[config.mk]
export PLATFORM = sky130hd
export DESIGN_NAME = comment_whitespace_skipper_unit
export DESIGN_NICKNAME = d
export VERILOG_FILES = /design/src/sv/cws_pkg.sv /design/src/sv/cws_classify.sv /design/src/sv/cws_position.sv /design/src/sv/comment_whitespace_skipper_unit.sv
export SDC_FILE = /design/constraint.sdc
export NUM_CORES = 1
export LEC_CHECK = 0
export BUFFER_PORTS_ARGS = -buffer_cell sky130_fd_sc_hd__buf_2
export CAP_MARGIN = 20
export CORE_MARGIN = 1
export CORE_UTILIZATION = 59
export CTS_CLUSTER_SIZE = 8
export DETAILED_ROUTE_END_ITERATION = 12
export HOLD_SLACK_MARGIN = 0.03
export PLACE_DENSITY = 0.78
export SLEW_MARGIN = 0
export SYNTH_ARGS = -nofsm -noshare
export SYNTH_HDL_FRONTEND = slang
export SYNTH_SLANG_ARGS = --single-unit
[constraint.sdc]
create_clock -name i_clk -period 5.9 [get_ports i_clk]
set_input_delay 0.295 -clock i_clk [delete_from_list [all_inputs] [get_ports i_clk]]
set_output_delay 0.295 -clock i_clk [all_outputs]
set_load 0.005 [all_outputs]
[src/sv/cws_pkg.sv]
// Shared types, codes and constants for the comment and whitespace skipper.
`timescale 1ns / 1ps
`default_nettype none

package cws_pkg;

    // Default sizes of the run counters and position counters.
    localparam int RUN_BITS_DEF    = 8;
    localparam int LINE_BITS_DEF   = 20;
    localparam int COLUMN_BITS_DEF = 16;

    // Widths of the position fields in a result beat.
    localparam int LINE_OUT_W   = 20;
    localparam int COLUMN_OUT_W = 16;

    // Character codes the skipper reacts to.
    localparam logic [7:0] CH_AT  = 8'h40;
    localparam logic [7:0] CH_NL  = 8'h0A;
    localparam logic [7:0] CH_CR  = 8'h0D;
    localparam logic [7:0] CH_TAB = 8'h09;
    localparam logic [7:0] CH_SP  = 8'h20;
    localparam logic [7:0] CH_END = 8'h00;

    // Scan mode, one-hot.
    typedef enum logic [4:0] {
        MODE_OUTER = 5'b00001,
        MODE_OPEN  = 5'b00010,
        MODE_LINE  = 5'b00100,
        MODE_BLOCK = 5'b01000,
        MODE_CLOSE = 5'b10000
    } t_mode;

    // Classification of one character.
    typedef enum logic [1:0] {
        KIND_SPACE   = 2'd0,
        KIND_COMMENT = 2'd1,
        KIND_STOP    = 2'd2,
        KIND_PASS    = 2'd3
    } t_kind;

    // Input beat.
    typedef struct packed {
        logic [7:0] char_code;
        logic       scan_active;
    } t_in_beat;

    // Result beat.
    typedef struct packed {
        logic [1:0]              kind;
        logic                    at_end_of_text;
        logic                    unterminated;
        logic [LINE_OUT_W-1:0]   line_out;
        logic [COLUMN_OUT_W-1:0] column_out;
    } t_out_beat;

    // Decision of the classifier for one character.
    typedef struct packed {
        t_mode mode;
        t_kind kind;
        logic  eot;
        logic  unterm;
        logic  consume;
    } t_step;

endpackage

`default_nettype wire

[src/sv/cws_classify.sv]
// Per-character mode transition and classification logic.
`timescale 1ns / 1ps
`default_nettype none

module cws_classify #(
    parameter int RUN_BITS = cws_pkg::RUN_BITS_DEF
) (
    input  wire cws_pkg::t_mode   i_mode,
    input  wire [RUN_BITS-1:0]    i_open_run,
    input  wire [RUN_BITS-1:0]    i_close_run,
    input  wire [7:0]             i_char,
    input  wire                   i_active,
    output cws_pkg::t_step        o_step,
    output logic [RUN_BITS-1:0]   o_open_run,
    output logic [RUN_BITS-1:0]   o_close_run
);

    localparam logic [RUN_BITS-1:0] RUN_ONE = RUN_BITS'(1);
    localparam logic [RUN_BITS-1:0] RUN_MAX = {RUN_BITS{1'b1}};

    logic is_at;
    logic is_nl;
    logic is_end;
    logic is_space;
    logic do_outer;
    logic do_block;
    logic [RUN_BITS-1:0] open_inc;
    logic [RUN_BITS-1:0] close_inc;

    // Character decode and saturating run increments.
    always_comb begin
        is_at     = (i_char == cws_pkg::CH_AT);
        is_nl     = (i_char == cws_pkg::CH_NL);
        is_end    = (i_char == cws_pkg::CH_END);
        is_space  = i_char inside {cws_pkg::CH_SP, cws_pkg::CH_CR,
                                   cws_pkg::CH_TAB, cws_pkg::CH_NL};
        open_inc  = (i_open_run == RUN_MAX) ? RUN_MAX : i_open_run + RUN_ONE;
        close_inc = (i_close_run == RUN_MAX) ? RUN_MAX : i_close_run + RUN_ONE;
    end

    // The current mode either settles the character itself or hands it on
    // to block or outer handling in the same cycle.
    always_comb begin
        o_step.mode    = i_mode;
        o_step.kind    = cws_pkg::KIND_STOP;
        o_step.eot     = 1'b0;
        o_step.unterm  = 1'b0;
        o_step.consume = 1'b0;
        o_open_run     = i_open_run;
        o_close_run    = i_close_run;
        do_outer       = 1'b0;
        do_block       = 1'b0;

        if (!i_active) begin
            o_step.consume = 1'b1;
            o_step.kind    = cws_pkg::KIND_PASS;
        end else begin
            case (i_mode)
                cws_pkg::MODE_OPEN: begin
                    if (is_at) begin
                        o_open_run     = open_inc;
                        o_step.consume = 1'b1;
                        o_step.kind    = cws_pkg::KIND_COMMENT;
                    end else if (i_open_run == RUN_ONE && !is_nl && !is_end) begin
                        o_step.mode    = cws_pkg::MODE_LINE;
                        o_step.consume = 1'b1;
                        o_step.kind    = cws_pkg::KIND_COMMENT;
                    end else begin
                        do_block = 1'b1;
                    end
                end
                cws_pkg::MODE_LINE: begin
                    if (is_nl || is_end) begin
                        do_outer = 1'b1;
                    end else begin
                        o_step.consume = 1'b1;
                        o_step.kind    = cws_pkg::KIND_COMMENT;
                    end
                end
                cws_pkg::MODE_BLOCK: begin
                    do_block = 1'b1;
                end
                cws_pkg::MODE_CLOSE: begin
                    if (is_at) begin
                        o_close_run    = close_inc;
                        o_step.consume = 1'b1;
                        o_step.kind    = cws_pkg::KIND_COMMENT;
                    end else if (i_close_run >= i_open_run) begin
                        o_open_run  = '0;
                        o_close_run = '0;
                        do_outer    = 1'b1;
                    end else begin
                        o_close_run = '0;
                        do_block    = 1'b1;
                    end
                end
                default: begin
                    do_outer = 1'b1;
                end
            endcase

            // Inside a block comment: end of text is an error, '@' starts a
            // possible closing run.
            if (do_block) begin
                if (is_end) begin
                    o_step.mode   = cws_pkg::MODE_OUTER;
                    o_step.kind   = cws_pkg::KIND_STOP;
                    o_step.eot    = 1'b1;
                    o_step.unterm = 1'b1;
                    o_open_run    = '0;
                    o_close_run   = '0;
                end else if (is_at) begin
                    o_step.mode    = cws_pkg::MODE_CLOSE;
                    o_close_run    = RUN_ONE;
                    o_step.consume = 1'b1;
                    o_step.kind    = cws_pkg::KIND_COMMENT;
                end else begin
                    o_step.mode    = cws_pkg::MODE_BLOCK;
                    o_step.consume = 1'b1;
                    o_step.kind    = cws_pkg::KIND_COMMENT;
                end
            end

            // Outside comments: skip whitespace, open a comment, or stop.
            if (do_outer) begin
                o_step.mode = cws_pkg::MODE_OUTER;
                if (is_space) begin
                    o_step.consume = 1'b1;
                    o_step.kind    = cws_pkg::KIND_SPACE;
                end else if (is_at) begin
                    o_step.mode    = cws_pkg::MODE_OPEN;
                    o_open_run     = RUN_ONE;
                    o_close_run    = '0;
                    o_step.consume = 1'b1;
                    o_step.kind    = cws_pkg::KIND_COMMENT;
                end else begin
                    o_step.kind = cws_pkg::KIND_STOP;
                    o_step.eot  = is_end;
                end
            end
        end
    end

endmodule

`default_nettype wire

[src/sv/cws_position.sv]
// Saturating line and column counters.
`timescale 1ns / 1ps
`default_nettype none

module cws_position #(
    parameter int LINE_BITS   = cws_pkg::LINE_BITS_DEF,
    parameter int COLUMN_BITS = cws_pkg::COLUMN_BITS_DEF
) (
    input  wire                     i_clk,
    input  wire                     i_rst_n,
    input  wire                     i_en,
    input  wire                     i_consume,
    input  wire [7:0]               i_char,
    output logic [LINE_BITS-1:0]    o_line_next,
    output logic [COLUMN_BITS-1:0]  o_column_next
);

    localparam logic [LINE_BITS-1:0]   LINE_ONE = LINE_BITS'(1);
    localparam logic [LINE_BITS-1:0]   LINE_MAX = {LINE_BITS{1'b1}};
    localparam logic [COLUMN_BITS-1:0] COL_ONE  = COLUMN_BITS'(1);
    localparam logic [COLUMN_BITS-1:0] COL_MAX  = {COLUMN_BITS{1'b1}};

    logic [LINE_BITS-1:0]   r_line;
    logic [LINE_BITS-1:0]   n_line;
    logic [COLUMN_BITS-1:0] r_column;
    logic [COLUMN_BITS-1:0] n_column;

    // For a consumed byte, a newline moves to the next line and column 1; any other nonzero byte moves one column.
    always_comb begin
        n_line   = r_line;
        n_column = r_column;
        if (i_en && i_consume && i_char != cws_pkg::CH_END) begin
            if (i_char == cws_pkg::CH_NL) begin
                if (r_line != LINE_MAX) begin
                    n_line = r_line + LINE_ONE;
                end
                n_column = COL_ONE;
            end else if (r_column != COL_MAX) begin
                n_column = r_column + COL_ONE;
            end
        end
    end

    always_ff @(posedge i_clk) begin
        if (!i_rst_n) begin
            r_line   <= LINE_ONE;
            r_column <= COL_ONE;
        end else begin
            r_line   <= n_line;
            r_column <= n_column;
        end
    end

    assign o_line_next   = n_line;
    assign o_column_next = n_column;

endmodule

`default_nettype wire

[src/sv/comment_whitespace_skipper_unit.sv]
// Top level of the comment and whitespace skipper.
// A beat accepted into the input register is classified and written to the result register once that is free.
// Throughput: one beat per cycle unless i_stall holds the result register; each character's
// mode and position update is combinational between the input and result registers.
// Reset (synchronous, active low) empties both registers, returns to outer mode with
// both run counters cleared, and sets line and column to 1.
`timescale 1ns / 1ps
`default_nettype none

module comment_whitespace_skipper_unit #(
    parameter int RUN_BITS    = cws_pkg::RUN_BITS_DEF,
    parameter int LINE_BITS   = cws_pkg::LINE_BITS_DEF,
    parameter int COLUMN_BITS = cws_pkg::COLUMN_BITS_DEF
) (
    input  wire                  i_clk,
    input  wire                  i_rst_n,
    input  wire                  i_valid,
    output logic                 o_stall,
    input  wire cws_pkg::t_in_beat i_data,
    output logic                 o_valid,
    input  wire                  i_stall,
    output cws_pkg::t_out_beat   o_data
);

    logic                  r_in_vld;
    cws_pkg::t_in_beat     r_in;
    logic                  r_out_vld;
    cws_pkg::t_out_beat    r_out;
    cws_pkg::t_mode        r_mode;
    logic [RUN_BITS-1:0]   r_open_run;
    logic [RUN_BITS-1:0]   r_close_run;

    cws_pkg::t_step        w_step;
    logic [RUN_BITS-1:0]   n_open_run;
    logic [RUN_BITS-1:0]   n_close_run;
    logic [LINE_BITS-1:0]  w_line;
    logic [COLUMN_BITS-1:0] w_column;
    logic [31:0]           w_line_ext;
    logic [31:0]           w_column_ext;
    cws_pkg::t_out_beat    n_out;

    logic w_out_free;
    logic w_adv;
    logic w_take;

    // Handshake: the input register moves on whenever the result register is free
    // or being emptied in the same cycle.
    assign w_out_free = !r_out_vld || !i_stall;
    assign w_adv      = r_in_vld && w_out_free;
    assign o_stall    = r_in_vld && !w_out_free;
    assign w_take     = i_valid && !o_stall;

    // Input register.
    always_ff @(posedge i_clk) begin
        if (!i_rst_n) begin
            r_in_vld <= 1'b0;
        end else if (w_take) begin
            r_in_vld <= 1'b1;
        end else if (w_adv) begin
            r_in_vld <= 1'b0;
        end
    end

    always_ff @(posedge i_clk) begin
        if (w_take) begin
            r_in <= i_data;
        end
    end

    // Character classification.
    cws_classify #(
        .RUN_BITS(RUN_BITS)
    ) u_classify (
        .i_mode      (r_mode),
        .i_open_run  (r_open_run),
        .i_close_run (r_close_run),
        .i_char      (r_in.char_code),
        .i_active    (r_in.scan_active),
        .o_step      (w_step),
        .o_open_run  (n_open_run),
        .o_close_run (n_close_run)
    );

    // Line and column tracking.
    cws_position #(
        .LINE_BITS   (LINE_BITS),
        .COLUMN_BITS (COLUMN_BITS)
    ) u_position (
        .i_clk         (i_clk),
        .i_rst_n       (i_rst_n),
        .i_en          (w_adv),
        .i_consume     (w_step.consume),
        .i_char        (r_in.char_code),
        .o_line_next   (w_line),
        .o_column_next (w_column)
    );

    // Scan state advances with every beat that is classified.
    always_ff @(posedge i_clk) begin
        if (!i_rst_n) begin
            r_mode      <= cws_pkg::MODE_OUTER;
            r_open_run  <= '0;
            r_close_run <= '0;
        end else if (w_adv) begin
            r_mode      <= w_step.mode;
            r_open_run  <= n_open_run;
            r_close_run <= n_close_run;
        end
    end

    // Result beat: positions are masked to the output field widths.
    always_comb begin
        w_line_ext          = 32'(w_line);
        w_column_ext        = 32'(w_column);
        n_out.kind           = w_step.kind;
        n_out.at_end_of_text = w_step.eot;
        n_out.unterminated   = w_step.unterm;
        n_out.line_out       = w_line_ext[cws_pkg::LINE_OUT_W-1:0];
        n_out.column_out     = w_column_ext[cws_pkg::COLUMN_OUT_W-1:0];
    end

    // Result register.
    always_ff @(posedge i_clk) begin
        if (!i_rst_n) begin
            r_out_vld <= 1'b0;
        end else begin
            r_out_vld <= w_adv || (r_out_vld && i_stall);
        end
    end

    always_ff @(posedge i_clk) begin
        if (w_adv) begin
            r_out <= n_out;
        end
    end

    assign o_valid = r_out_vld;
    assign o_data  = r_out;

    // The scan mode is always exactly one of the one-hot codes.
    a_mode_onehot: assert property (@(posedge i_clk) disable iff (!i_rst_n)
        $onehot(r_mode))
        else $error("scan mode is not one-hot");

    // A beat passed to the token scanner leaves mode and runs untouched.
    a_passive_keeps_mode: assert property (@(posedge i_clk) disable iff (!i_rst_n)
        (w_adv && !r_in.scan_active) |=>
            (r_mode == $past(r_mode) && r_open_run == $past(r_open_run)
             && r_close_run == $past(r_close_run)))
        else $error("passive beat changed the scan state");

    // An unterminated comment is only reported as a stop on end of text.
    a_unterm_is_eot: assert property (@(posedge i_clk) disable iff (!i_rst_n)
        (o_valid && o_data.unterminated) |->
            (o_data.at_end_of_text && o_data.kind == cws_pkg::KIND_STOP))
        else $error("unterminated flag without end of text stop");

    // A held input beat is never dropped.
    a_input_held: assert property (@(posedge i_clk) disable iff (!i_rst_n)
        (r_in_vld && !w_adv) |=> r_in_vld)
        else $error("input beat lost while stalled");

endmodule

`default_nettype wire
# Word-level counts from Yosys, hierarchy flattened
# Cells that the tools add are included.
[totals] output_inout_bits=42 ff_bits=108 elab_cells=126 romBits=0 inputBits=13 latch_bits=0 ramBits=0 mem_count=0
[classes] div=0 bitwise_logic=0 muxes=65 magnitude_cmp=1 eq_ne=15 n_addsub=4 n_mul=0 n_reduce_logical=27 shift=0
[op_table] op="$mux 8" n=19
[op_table] op="$mux 20" n=3
[op_table] op="$mux 16" n=3
[op_table] op="$eq 8x4->1 const B" n=3
[op_table] op="$mux 1" n=22
[op_table] op="$mux 7" n=3
[op_table] op="$add 20x1->20 const B" n=1
[op_table] op="$ne 20x20->1 const B" n=1
[op_table] op="$add 16x1->16 const B" n=1
[op_table] op="$add 8x1->8 const B" n=2
[op_table] op="$eq 8x8->1 const B" n=2
[op_table] op="$ne 16x16->1 const B" n=1
[op_table] op="$pmux 8 s2" n=1
[op_table] op="$mux 5" n=3
[op_table] op="$mux 2" n=6
[op_table] op="$mux 10" n=1
[op_table] op="$pmux 1 s3" n=3
[op_table] op="$eq 8x1->1 const B" n=1
[op_table] op="$eq 8x6->1 const B" n=1
[op_table] op="$eq 8x7->1 const B" n=1
[op_table] op="$ge 8x8->1" n=1
[op_table] op="$logic_and 1x1->1" n=8
[op_table] op="$logic_not 8->1" n=1
[op_table] op="$reduce_bool 8->1" n=1
[op_table] op="other kinds (14)" n=23

# Depth between registers and ports, before layout
# Gate-level depths: netlist of the first run.
[depth] depth_word=16 ltp_mapped=11 depth_no_buf=8

# By module
# From an unflattened synthesis of the first run, not the netlist that was laid out.
[hier_totals] cells_unflattened=621 hier_area_um2=5889.4
[by_module_without_submodules] mod="comment_whitespace_skipper_unit" cells_per_inst=148 n_inst=1 area_each_um2=2411.1
[by_module_without_submodules] mod="cws_position" cells_per_inst=268 n_inst=1 area_each_um2=2170.8
[by_module_without_submodules] mod="cws_classify" cells_per_inst=205 n_inst=1 area_each_um2=1307.5

# Worst setup path after synthesis of the first run
# No wires, ideal clock.
[synth_path] path_type="reg-to-reg" start="register r_out_vld, in the netlist o_valid" end="register r_open_run[1]" arrival_ns=5.339 required_time_ns=5.842 n_path_buf=1 stages_incl_launch_ff=8 path_slack_ns=0.503 cell_sequence="dfxtp_1 -> a21boi_0 -> nand2_1 -> a31oi_1 -> clkbuf_1 -> nand3_1 -> a211oi_1 -> o221a_2"
[synth_via] elab_chain_len=4
[synth_lines] item="start, declared" line_no="comment_whitespace_skipper_unit.sv:27" source="logic r_out_vld;"
[synth_lines] item="start signal, assigned" line_no="comment_whitespace_skipper_unit.sv:127" source="r_out_vld <= w_adv || (r_out_vld && i_stall);"
[synth_lines] item="$logic_not 1->1" line_no="comment_whitespace_skipper_unit.sv:48" source="assign w_out_free = !r_out_vld || !i_stall;"
[synth_lines] item="$logic_or 1x1->1" line_no="comment_whitespace_skipper_unit.sv:48"
[synth_lines] item="$logic_and 1x1->1" line_no="comment_whitespace_skipper_unit.sv:49" source="assign w_adv = r_in_vld && w_out_free;"
[synth_lines] item="named net u_position.i_en" line_no="cws_position.sv:11" source="input wire i_en,"
[synth_lines] item="$reduce_and 2->1 (no source line)"
[synth_lines] item="end signal, assigned" line_no="comment_whitespace_skipper_unit.sv:106" source="r_open_run <= n_open_run;"
[synth_lines] item="end, declared" line_no="comment_whitespace_skipper_unit.sv:30" source="logic [RUN_BITS-1:0] r_open_run;"
# The timed path passes the listed nets, and every way through them passes these cells.
# A chain may end at the register's enable or synchronous reset.

# Worst setup path in the final report of the first run
[layout_path] start="register r_in[1] in the netlist's numbering" end="register r_out (netlist bit o_data[10]) (data pin)"
[layout_via] elab_chain_len=16 word_cells_on_any_way=37 cone_classes="5 x eq/ne; 22 x mux; 10 x reduce/logical"
[layout_lines] item="start, declared" line_no="comment_whitespace_skipper_unit.sv:26" source="cws_pkg::t_in_beat r_in;"
[layout_lines] item="start signal, assigned" line_no="comment_whitespace_skipper_unit.sv:66" source="r_in <= i_data;"
[layout_lines] item="$eq 8x4->1" line_no="cws_classify.sv:33, cws_classify.sv:35, cws_position.sv:33"
[layout_lines] item="$logic_not 1->1" line_no="cws_classify.sv:64" source="end else if (i_open_run == RUN_ONE && !is_nl && !is_end) begin"
[layout_lines] item="$logic_and 1x1->1 (2 in a row)" line_no="cws_classify.sv:64"
[layout_lines] item="$mux 1" line_no="cws_classify.sv:64"
[layout_lines] item="$mux 1" line_no="cws_classify.sv:60" source="if (is_at) begin"
[layout_lines] item="$pmux 1 s3" line_no="cws_classify.sv:58" source="case (i_mode)"
[layout_lines] item="$mux 1 (on tied branches)" line_no="cws_classify.sv:105, cws_classify.sv:54"
[layout_lines] item="$mux 10" line_no="cws_classify.sv:104" source="if (do_block) begin"
[layout_lines] item="$mux 1" line_no="cws_classify.sv:130" source="end else if (is_at) begin"
[layout_lines] item="$mux 1" line_no="cws_classify.sv:127" source="if (is_space) begin"
[layout_lines] item="$mux 1" line_no="cws_classify.sv:125" source="if (do_outer) begin"
[layout_lines] item="$mux 1" line_no="cws_classify.sv:54" source="if (!i_active) begin"
[layout_lines] item="$logic_and 1x1->1 (2 in a row)" line_no="cws_position.sv:32" source="if (i_en && i_consume && i_char != cws_pkg::CH_END) begin"
[layout_lines] item="$mux 16 *" line_no="cws_position.sv:32"
[layout_lines] item="named net u_position.o_column_next[10]" line_no="cws_position.sv:15" source="output logic [COLUMN_BITS-1:0] o_column_next"
[layout_lines] item="end signal, assigned" line_no="comment_whitespace_skipper_unit.sv:133" source="r_out <= n_out;"
[layout_lines] item="end, declared" line_no="comment_whitespace_skipper_unit.sv:28" source="cws_pkg::t_out_beat r_out;"
# Mark *: on every way through the listed nets, which the timed path passes. The rest lies on a longest branch. The select of a mux whose other input is x is not followed.

==> results of run 1 <==
[area by class of cell]
cell class | count | area [um2]
tap | 108 | 135
clock buffer | 11 | 153
inverter | 12 | 45.0
fill | 710 | 2810
clock inverter | 5 | 53.8
sequential | 108 | 2650
multi-input combinational | 430 | 2710
timing repair buffer | 62 | 328
[routing by layer]
metal	GRT usage	wire, um	share of wire
met1	0.348	5600	0.45
met2	0.421	5930	0.47
met3	0.0504	864	0.069
met4	0.0964	167	0.013
met5	0	0	0
[layout by cell type, fill, tap and decap left out, types with 3 or more instances in the layout]
master	synthesis	routed
or4_1	10	10
xnor2_1	13	13
inv_1	11	11
clkbuf_8	0	9
nand3_1	26	26
xor2_1	4	4
a31oi_1	17	17
nand4_1	27	27
nor4_1	10	10
mux2_2	3	3
ha_1	13	13
o31ai_1	10	10
a41o_1	3	3
buf_4	0	7
and4_1	4	4
and2_1	23	23
nand2b_1	8	8
a21oi_1	44	44
nand2_1	50	50
o22ai_1	4	4
dfxtp_1	59	59
mux2i_1	5	5
nor2_1	38	38
and3_1	14	14
edfxtp_1	49	49
buf_2	2	54
a41oi_1	5	5
a211oi_1	10	10
a21o_1	3	3
or3_1	8	8
nor3_1	16	16
o211ai_1	5	5
o21ai_0	14	14
[cell families after synthesis]
kind of cell | after synthesis
flip-flops | 108
AND/OR/NAND/NOR | 254
multiplexers | 8
adder cells (fa/ha/maj) | 13
buffers and inverters | 46
XOR/XNOR | 17
AO/OA/AOI/OAI | 138
[through the flow]
stage | util | setup WS [ns] | hold slack (ns)
floorplan | - | 0.503 | 0.394
global placement | 0.659 | 2.63 | 0.464
detailed placement | 0.659 | 2.50 | 0.473
CTS | 0.683 | 2.47 | 0.0783
global route | 0.684 | 2.22 | 0.0756
finish | 0.684 | 2.42 | 0.0986
[state kept, by name, indices dropped and copies added, names as in the netlist]
signal and flops:
r_close_run 8, r_open_run 8, u_position.r_line 20, r_in 9
u_position.r_column 16, o_valid 1, r_in_vld 1, r_mode 5
o_data 40
[worst min-delay path by stage]
stage,slack [ns],endpoint,start
after floorplan,0.39,r_in[0],i_data[0]
after global placement,0.46,o_valid,r_in_vld
after detailed placement,0.47,r_in[6],i_data[6]
after CTS,0.08,r_in[6],i_data[6]
after global routing,0.08,r_in[6],i_data[6]
final,0.1,r_in[0],i_data[0]
[worst max-delay path: stages, from the launching register on]
cell      delay [ns]
edfxtp_1        0.45
or4_1           0.66
or4_4           0.64
o22ai_2         0.22
and4b_4         0.30
nor2_1          0.75
a21oi_1         0.16
[cell usage after synthesis (4+ instances only)]
cell type  number
o211ai_1        5
mux2i_1         5
or3_1           8
a21oi_1        44
inv_1          11
and4_1          4
ha_1           13
a211oi_1       10
o31ai_1        10
xor2_1          4
nand3_1        26
nor3_1         16
clkbuf_1       29
o21ai_0        14
nand4_1        27
o22ai_1         4
nor4_1         10
edfxtp_1       49
a31oi_1        17
nor2_1         38
nand2_1        50
or4_1          10
nand2b_1        8
xnor2_1        13
a41oi_1         5
dfxtp_1        59
and2_1         23
and3_1         14
[power groups by stage]
stage	clock network [mW]	logic, mW	registers [mW]
after floorplan	0	0.0411	0.827
after global placement	0	0.0673	0.826
after detailed placement	0	0.0691	0.827
after CTS	0.462	0.0693	0.810
after global routing	0.486	0.0767	0.813
final	0.452	0.0699	0.810
==> summary.md, run 1 <==
| Metric | Value |
|---|---|
| GP Congestion | 0.900 |
| Area leader, netlist | edfxtp_1 |
| Die Ht | 98.9 um |
| Reg-to-Reg End | o_data[10] |
| Post-Place Cells | 718 |
| Critical Path Source | r_in[1] |
| CP endpoint | o_data[10] |
| Status | completed |
| CTS H-Tree Depth | 3 |
| Arr. time, crit path | 3.56 ns |
| YS warnings | 0 |
| Cell count of the worst reg-to-reg path | 6 |
| Critical path class | flop to flop |
| Postcts setup bufs | 0 |
| Setup total negative slack | 0 ns |
| Yosys top cell area share | 0.266 |
| Core area | 0.00889 mm2 |
| Total power | 1.33 mW |
| Fin crit share | 0.589 |
| ANT cells | 0 |
| Post-Synth Adder-Cell Area | 0.0294 |
| CP startpoint kind | flop |
| Routed via count | 4,815 |
| Post-DP Area | 0.00586 mm2 |
| First-pass GRT wire length | 20.5 mm |
| Total grt overflow | 0 |
| Slew Viols, Final | 0 |
| Vias in the first global route | 4,321 |
| Synth Area in Compound Gates | 0.165 |
| Post-layout minimum cycle time | 3.48 ns |
| Prevailing post-synth register cell | dfxtp_1 |
| Clock latency on the worst-skew pair | 0.37 ns |
| Antenna violations before repair | 1 |
| Mapped Cells | 584 |
| Power share of the clock group | 0.340 |
| Power share of the sequential group | 0.608 |
| RSZ-0062 raised after global routing | false |
| Area contributors post-synth | edfxtp_1 27%, dfxtp_1 21%, a21oi_1 4.0% |
| Leakage power | 2.12 nW |
| Least-Margin Pin Slew | 0.981 ns |
| Antenna Nets Post-Route | 0 |
| Drt first pass iters | 5 |
| Die W | 98.9 um |
| NetSw | 0.319 mW |
| Die area | 0.00978 mm2 |
| Synthesized area | 0.00554 mm2 |
| Total track usage | 0.261 |
| # rows | 34 |
| Fmax | 0.288 GHz |
| Largest net degree at the start of global routing | 45 |
| CTS Buf Count | 9 |
| Sequential fraction of the synthesis area | 0.479 |
| Post-synth ARST share | 0 |
| Hold Fails Final Rpt | 0 |
| Max-cap check violation count | 0 |
| Synthesized net count | 610 |
| Crit path capture type | flop |
| Routed len/inst | 17.1 um |
| FF-to-FF setup slack | 2.42 ns |
| Hold crit path type | primary input to flop |
| Layout Skew | 0.0131 ns |
| Internal | 1.01 mW |
| CP required | 5.98 ns |
| Share of cells above drive strength 1 | 0.148 |
| Hold path cells | 1 |
| PortBufs | 54 |
| Relative slew slack | 0.344 |
| Post-synthesis xor/xnor area fraction | 0.0269 |
| Initial DRC count | 472 |
| VDD IR max | 0.133 mV |
| Post-DP HPWL | 8.72 mm |
| CTS tree | built |
| Comb power frac | 0.052 |
| Synth Area per Inst | 9.48 um2 |
| Main combinational cell family by area after synthesis | simple AND/OR/NAND/NOR gates |
| Final non-filler cell total | 736 |
| Post-synth cell types | 65 |
| CTS Hold Bufs | 0 |
| Cell Pwr Density | 219 mW/mm2 |
| Setup violators final | 0 |
| Root Buffer | clkbuf_8 |
| Vias per cell | 6.54 |
| Initial Util | 0.623 |
| Design area | 0.00608 mm2 |
| Area Overhead vs Synth | 9.81% |
| Post-synth EDFFs | 49 |
| Sink Count | 108 |
| IO Pins | 55 |
| Nets | 649 |
| Clock buffer depth | 2 |
| DR DRC count | 0 |
| Maximum fanout along the worst path | 16 |
| DRT Wirelength | 12.6 mm |
| Post-CTS Resized | 0 |
| Switching Share | 0.239 |
| Mux cell area share after synthesis | 0.0151 |
| Simple-gate share of the synthesized area | 0.251 |
| Yosys reg bits | 108 |
| RR Startpoint | r_in[1] |
| Reg clk slew, reported paths | 0.10 ns |
No activity file was read; power rests on OpenSTA's default activity.
==> run 2: changes to the inputs <==
==> constraint.sdc (replaced) <==
create_clock -name i_clk -period 3.6 [get_ports i_clk]
set_input_delay 0.18 -clock i_clk [delete_from_list [all_inputs] [get_ports i_clk]]
set_output_delay 0.18 -clock i_clk [all_outputs]
set_load 0.005 [all_outputs]
==> summary.md, run 2 (synthesized netlist as in run 1, its figures left out) <==
| Metric | Value |
|---|---|
| Clock buffer depth | 2 |
| Commonest non-fill, non-tap cell in the layout | dfxtp_1 |
| Initial Util | 0.623 |
| Total track usage | 0.267 |
| Largest net degree at the start of global routing | 39 |
| Routed via count | 4,794 |
| Postcts setup bufs | 0 |
| Least-Margin Pin Slew | 1.10 ns |
| Maximum fanout along the worst path | 7 |
| Largest register FFs | 40 |
| PortBufs | 54 |
| Fin crit share | 0.898 |
| CTS H-Tree Depth | 3 |
| Hold crit path type | primary input to flop |
| Crit path capture type | flop |
| Fmax | 0.309 GHz |
| ANT cells | 0 |
| Drt first pass iters | 5 |
| Core area | 0.00889 mm2 |
| Share of cells above drive strength 1 | 0.147 |
| Post-Place Cells | 721 |
| Fillcell total | 669 |
| Slew Viols, Final | 0 |
| CP startpoint kind | flop |
| Sink Count | 108 |
| Post-CTS Resized | 0 |
| Critical path class | flop to flop |
| Relative slew slack | 0.262 |
| Setup total negative slack | 0 ns |
| VDD IR max | 0.244 mV |
| Vias per cell | 6.42 |
| Final Util | 0.695 |
| RSZ-0062 raised after global routing | false |
| Area Overhead vs Synth | 11.5% |
| Antenna violations before repair | 0 |
| Post-layout minimum cycle time | 3.23 ns |
| Vias in the first global route | 4,465 |
| Die area | 0.00978 mm2 |
| Reg clk slew, reported paths | 0.11 ns |
| CTS Buf Count | 9 |
| Hold Fails Final Rpt | 0 |
| Die Ht | 98.9 um |
| FF+latch area | 0.00265 mm2 |
| Status | completed |
| Multi-input gate area | 0.00271 mm2 |
| Max-cap check violation count | 0 |
| Die W | 98.9 um |
| IO Pins | 55 |
| Arr. time, crit path | 3.35 ns |
| # rows | 34 |
| Total power | 2.15 mW |
| DRT Wirelength | 12.7 mm |
| Clock latency on the worst-skew pair | 0.37 ns |
| Routed len/inst | 17.0 um |
| Antenna Nets Post-Route | 0 |
| CP required | 3.72 ns |
| Initial DRC count | 408 |
| Total grt overflow | 0 |
| Root Buffer | clkbuf_8 |
| Cell Pwr Density | 348 mW/mm2 |
| DR DRC count | 0 |
| Setup violators final | 0 |
| Layout Skew | 0.0111 ns |
| Final non-filler cell total | 747 |
| First-pass GRT wire length | 21.0 mm |
| GP Congestion | 0.942 |
| Leakage power | 2.16 nW |
| Nets | 660 |
| Commonest cells after routing, fill and taps aside | 59 x dfxtp_1, 54 x buf_2, 50 x nand2_1, 49 x edfxtp_1, 44 x a21oi_1 |
| Post-DP HPWL | 8.64 mm |
| CTS tree | built |
## run 2: cell count changes in the layout (fill, tap and decap cells not counted)
cell / change
buf_4: +2
clkbuf_1: -1
clkbuf_16: -1
clkbuf_2: -1
clkinv_1: +1
clkinv_4: -1
clkinvlp_4: +1
dlygate4sd3_1: +10
inv_8: +1
## run 2: worst max-delay path, cell delays in order (launching register included)
cell and delay, ns:
dfxtp_1 0.49, inv_1 0.12, ha_1 0.32, nand3_1 0.11, o311ai_0 0.82, o211ai_1 0.29
a221o_1 0.39, or3b_2 0.44
## run 2: final cells by class
cell class | count | area share
Multi-Input combinational cell | 430 | 0.439
Timing Repair Buffer | 73 | 0.0709
Clock inverter | 7 | 0.0109
Clock buffer | 9 | 0.0201
Sequential cell | 108 | 0.429
Inverter | 12 | 0.00729
Tap cell | 108 | 0.0219
## run 2: what timing repair did
action                                  in CTS  in global routing
hold endpoints to repair                    10                  0
endpoints found under the setup margin       0                  0
hold buffers                                10                  0
## run 2: path summary, 6_finish.rpt
path                            slack, ns                    end  cells after the start             startpoint
worst min-delay path                  0.1                o_valid                      3                i_stall
worst min register to register       0.51  u_position.r_line[13]                      2  u_position.r_line[13]
worst max-delay path                 0.37             o_data[38]                      7          r_open_run[7]
worst max register to register       0.37             o_data[38]                      7          r_open_run[7]
## run 2: through the flow
step / worst slack (ns) / cell area, um2 / hold WS (ns)
6_report: 0.367 / 6180 / 0.0986
3_5_place_dp: 0.458 / 5880 / 0.358
5_1_grt: 0.290 / 6180 / 0.0990
4_1_cts: 0.445 / 6180 / 0.0848
3_3_place_gp: 0.561 / 5880 / 0.357
2_1_floorplan: 0.490 / 5540 / 0.279
## run 2: power breakdown
group	total [mW]	internal, mW	switching (mW)
Clock	0.699	0.268	0.430
Combinational	0.125	0.0490	0.0763
Sequential	1.33	1.31	0.0175
Total	2.15	1.63	0.524
## run 2: layer usage
layer | wire, um | vias to the layer above | GRT usage
li1 | - | 2326 | -
met1 | 5500 | 2217 | 0.353
met2 | 6170 | 227 | 0.446
met3 | 831 | 24 | 0.0411
met4 | 161 | 0 | 0.0976
met5 | 0 | - | 0
==> run 3: changes to the inputs <==
--- a/config.mk
+++ b/config.mk
@@ -8,7 +8,7 @@
 export BUFFER_PORTS_ARGS = -buffer_cell sky130_fd_sc_hd__buf_2
 export CAP_MARGIN = 20
 export CORE_MARGIN = 1
-export CORE_UTILIZATION = 59
+export CORE_UTILIZATION = 60
 export CTS_CLUSTER_SIZE = 8
 export DETAILED_ROUTE_END_ITERATION = 12
 export HOLD_SLACK_MARGIN = 0.03
@@ -16,4 +16,5 @@
 export SLEW_MARGIN = 0
 export SYNTH_ARGS = -nofsm -noshare
 export SYNTH_HDL_FRONTEND = slang
+export SYNTH_HIERARCHICAL = 1
 export SYNTH_SLANG_ARGS = --single-unit
==> summary.md, run 3 <==
| Metric | Value |
|---|---|
| Top-count cell post-synth | nand2_1 |
| Routed via count | 5,056 |
| RSZ-0062 raised after global routing | true |
| Share of cells above drive strength 1 | 0.190 |
| Synth Area in Compound Gates | 0.129 |
| Synth cell count leaders | 83 x nand2_1, 59 x dfxtp_1, 52 x nor2_1 |
| CTS tree | built |
| CP required | 3.72 ns |
| Post-layout minimum cycle time | 3.38 ns |
| Die area | 0.0102 mm2 |
| Antenna violations before repair | 0 |
| Vias in the first global route | 4,798 |
| Min Hold Slack | 0.117 ns |
| VDD IR max | 0.257 mV |
| CTS Buf Count | 9 |
| Reg clk slew, reported paths | 0.10 ns |
| Critical path class | flop to flop |
| Total grt overflow | 0 |
| Mapped Cells | 621 |
| FF-to-FF setup slack | 0.22 ns |
| Area Overhead vs Synth | 15.0% |
| Least-Margin Pin Slew | 0.947 ns |
| Die Ht | 101 um |
| Yosys top cell area share | 0.250 |
| Synthesized net count | 647 |
| Cell Pwr Density | 319 mW/mm2 |
| Sink Count | 108 |
| Root Buffer | clkbuf_8 |
| Sequential fraction of the synthesis area | 0.450 |
| Initial Util | 0.628 |
| Post-synth EDFFs | 49 |
| DRT Wirelength | 14.2 mm |
| Clock latency on the worst-skew pair | 0.38 ns |
| Mux cell area share after synthesis | 0.0635 |
| Die W | 101 um |
| Nets | 732 |
| Largest register FFs | 40 |
| Leakage power | 2.46 nW |
| Status | completed |
| Antenna Nets Post-Route | 0 |
| Max-cap check violation count | 0 |
| Arr. time, crit path | 3.50 ns |
| Fmax | 0.296 GHz |
| First-pass GRT wire length | 22.9 mm |
| Area contributors post-synth | edfxtp_1 25%, dfxtp_1 20%, mux2i_1 5.8% |
| Crit path capture type | flop |
| Vias per cell | 6.02 |
| Fin crit share | 0.940 |
| IO Pins | 55 |
| Post-synth cell types | 72 |
| Relative slew slack | 0.367 |
| ANT cells | 0 |
| CP startpoint kind | flop |
| DR DRC count | 0 |
| Initial DRC count | 261 |
| # rows | 35 |
| Hold crit path type | primary input to flop |
| Post-synthesis xor/xnor area fraction | 0.0416 |
| Clock buffer depth | 2 |
| GP Congestion | 0.892 |
| Area leader, netlist | edfxtp_1 |
| Simple-gate share of the synthesized area | 0.257 |
| Synthesized area | 0.00589 mm2 |
| Hold Fails Final Rpt | 0 |
| Commonest cells after routing, fill and taps aside | 83 x nand2_1, 59 x dfxtp_1, 54 x buf_2, 52 x nor2_1, 49 x edfxtp_1 |
| Total power | 2.16 mW |
| Final WS setup | 0.218 ns |
| Post-DP HPWL | 10.1 mm |
| Commonest non-fill, non-tap cell in the layout | nand2_1 |
| Routed len/inst | 16.9 um |
| Prevailing post-synth register cell | dfxtp_1 |
| Main combinational cell family by area after synthesis | simple AND/OR/NAND/NOR gates |
| Layout Skew | 0.0110 ns |
| Post-Synth Adder-Cell Area | 0.0276 |
| Core area | 0.00937 mm2 |
| PortBufs | 54 |
| Post-synth ARST share | 0 |
| Pre-CTS setup slack | 0.0433 ns |
| Total track usage | 0.289 |
| Setup violators final | 0 |
| Slew Viols, Final | 0 |
| Maximum fanout along the worst path | 10 |
| CTS H-Tree Depth | 3 |
| Synth Area per Inst | 9.48 um2 |
| YS warnings | 6 |
| Drt first pass iters | 4 |
| Largest net degree at the start of global routing | 57 |
| Yosys reg bits | 108 |
==> run 3: cell type report <==
class	count	area, um2
multi-input cells	476	3090
clock inverters	6	47.5
fillers	756	2600
inverters	12	45.0
clock buffers	10	128
well taps	129	161
flip-flops and latches	108	2650
repair buffers	99	646
==> run 3: cells by family (layout without fill, tap and decap cells) <==
kind of cell / count (synthesis) / after routing
multiplexers: 37 / 37
buffers and inverters: 37 / 127
adder cells (fa/ha/maj): 13 / 13
XOR/XNOR: 28 / 28
AND/OR/NAND/NOR: 287 / 287
flip-flops: 108 / 108
AO/OA/AOI/OAI: 111 / 111
==> run 3: path summary, 6_finish.rpt <==
path | end | cells past startpoint | start
setup / recovery | o_data[30] | 13 | r_open_run[2]
hold / removal | o_valid | 3 | i_stall
setup reg to reg | o_data[30] | 13 | r_open_run[2]
hold reg to reg | u_position/r_line[15] | 2 | u_position/r_line[15]
==> run 3: report_power, final <==
part / total, mW / switching [mW] / internal (mW)
Sequential: 1.34 / 0.0253 / 1.31
Clock: 0.678 / 0.420 / 0.258
Combinational: 0.145 / 0.0843 / 0.0606
Total: 2.16 / 0.530 / 1.63
==> run 3: critical path, cell delays in order, from the launching register on <==
cell and delay [ns]:
dfxtp_1 0.35, inv_1 0.05, ha_1 0.20, or4_1 0.52
a21oi_2 0.16, o31ai_4 0.12, a31o_2 0.29, a21o_1 0.18
o2111ai_1 0.13, nand2_1 0.16, nor3_4 0.34, o21ai_4 0.18
nor4_2 0.32, xor2_1 0.12
==> run 3: repair_timing <==
action	in CTS	in global routing
resized for setup	0	7
setup endpoints to repair	0	31
buffers inserted	0	2
hold buffers	10	0
hold endpoints to repair	10	0
==> run 3: routing by layer <==
layer  GRT usage  vias up  wire length, um
met5           0        -                0
met4       0.157        0              546
met3      0.0506       40              561
met2       0.514      148             7310
met1       0.329     2414             5750
li1            -     2454                -
==> run 3: stage by stage <==
stage | std cells | area, um2 | utilization | setup TNS, ns
after floorplan | 621 | 5890 | - | 0
after global placement | 812 | 6440 | 0.688 | 0
after detailed placement | 812 | 6440 | 0.688 | 0
after CTS | 838 | 6720 | 0.717 | 0
after global routing | 840 | 6770 | 0.723 | -0.00383
final | 840 | 6770 | 0.723 | 0
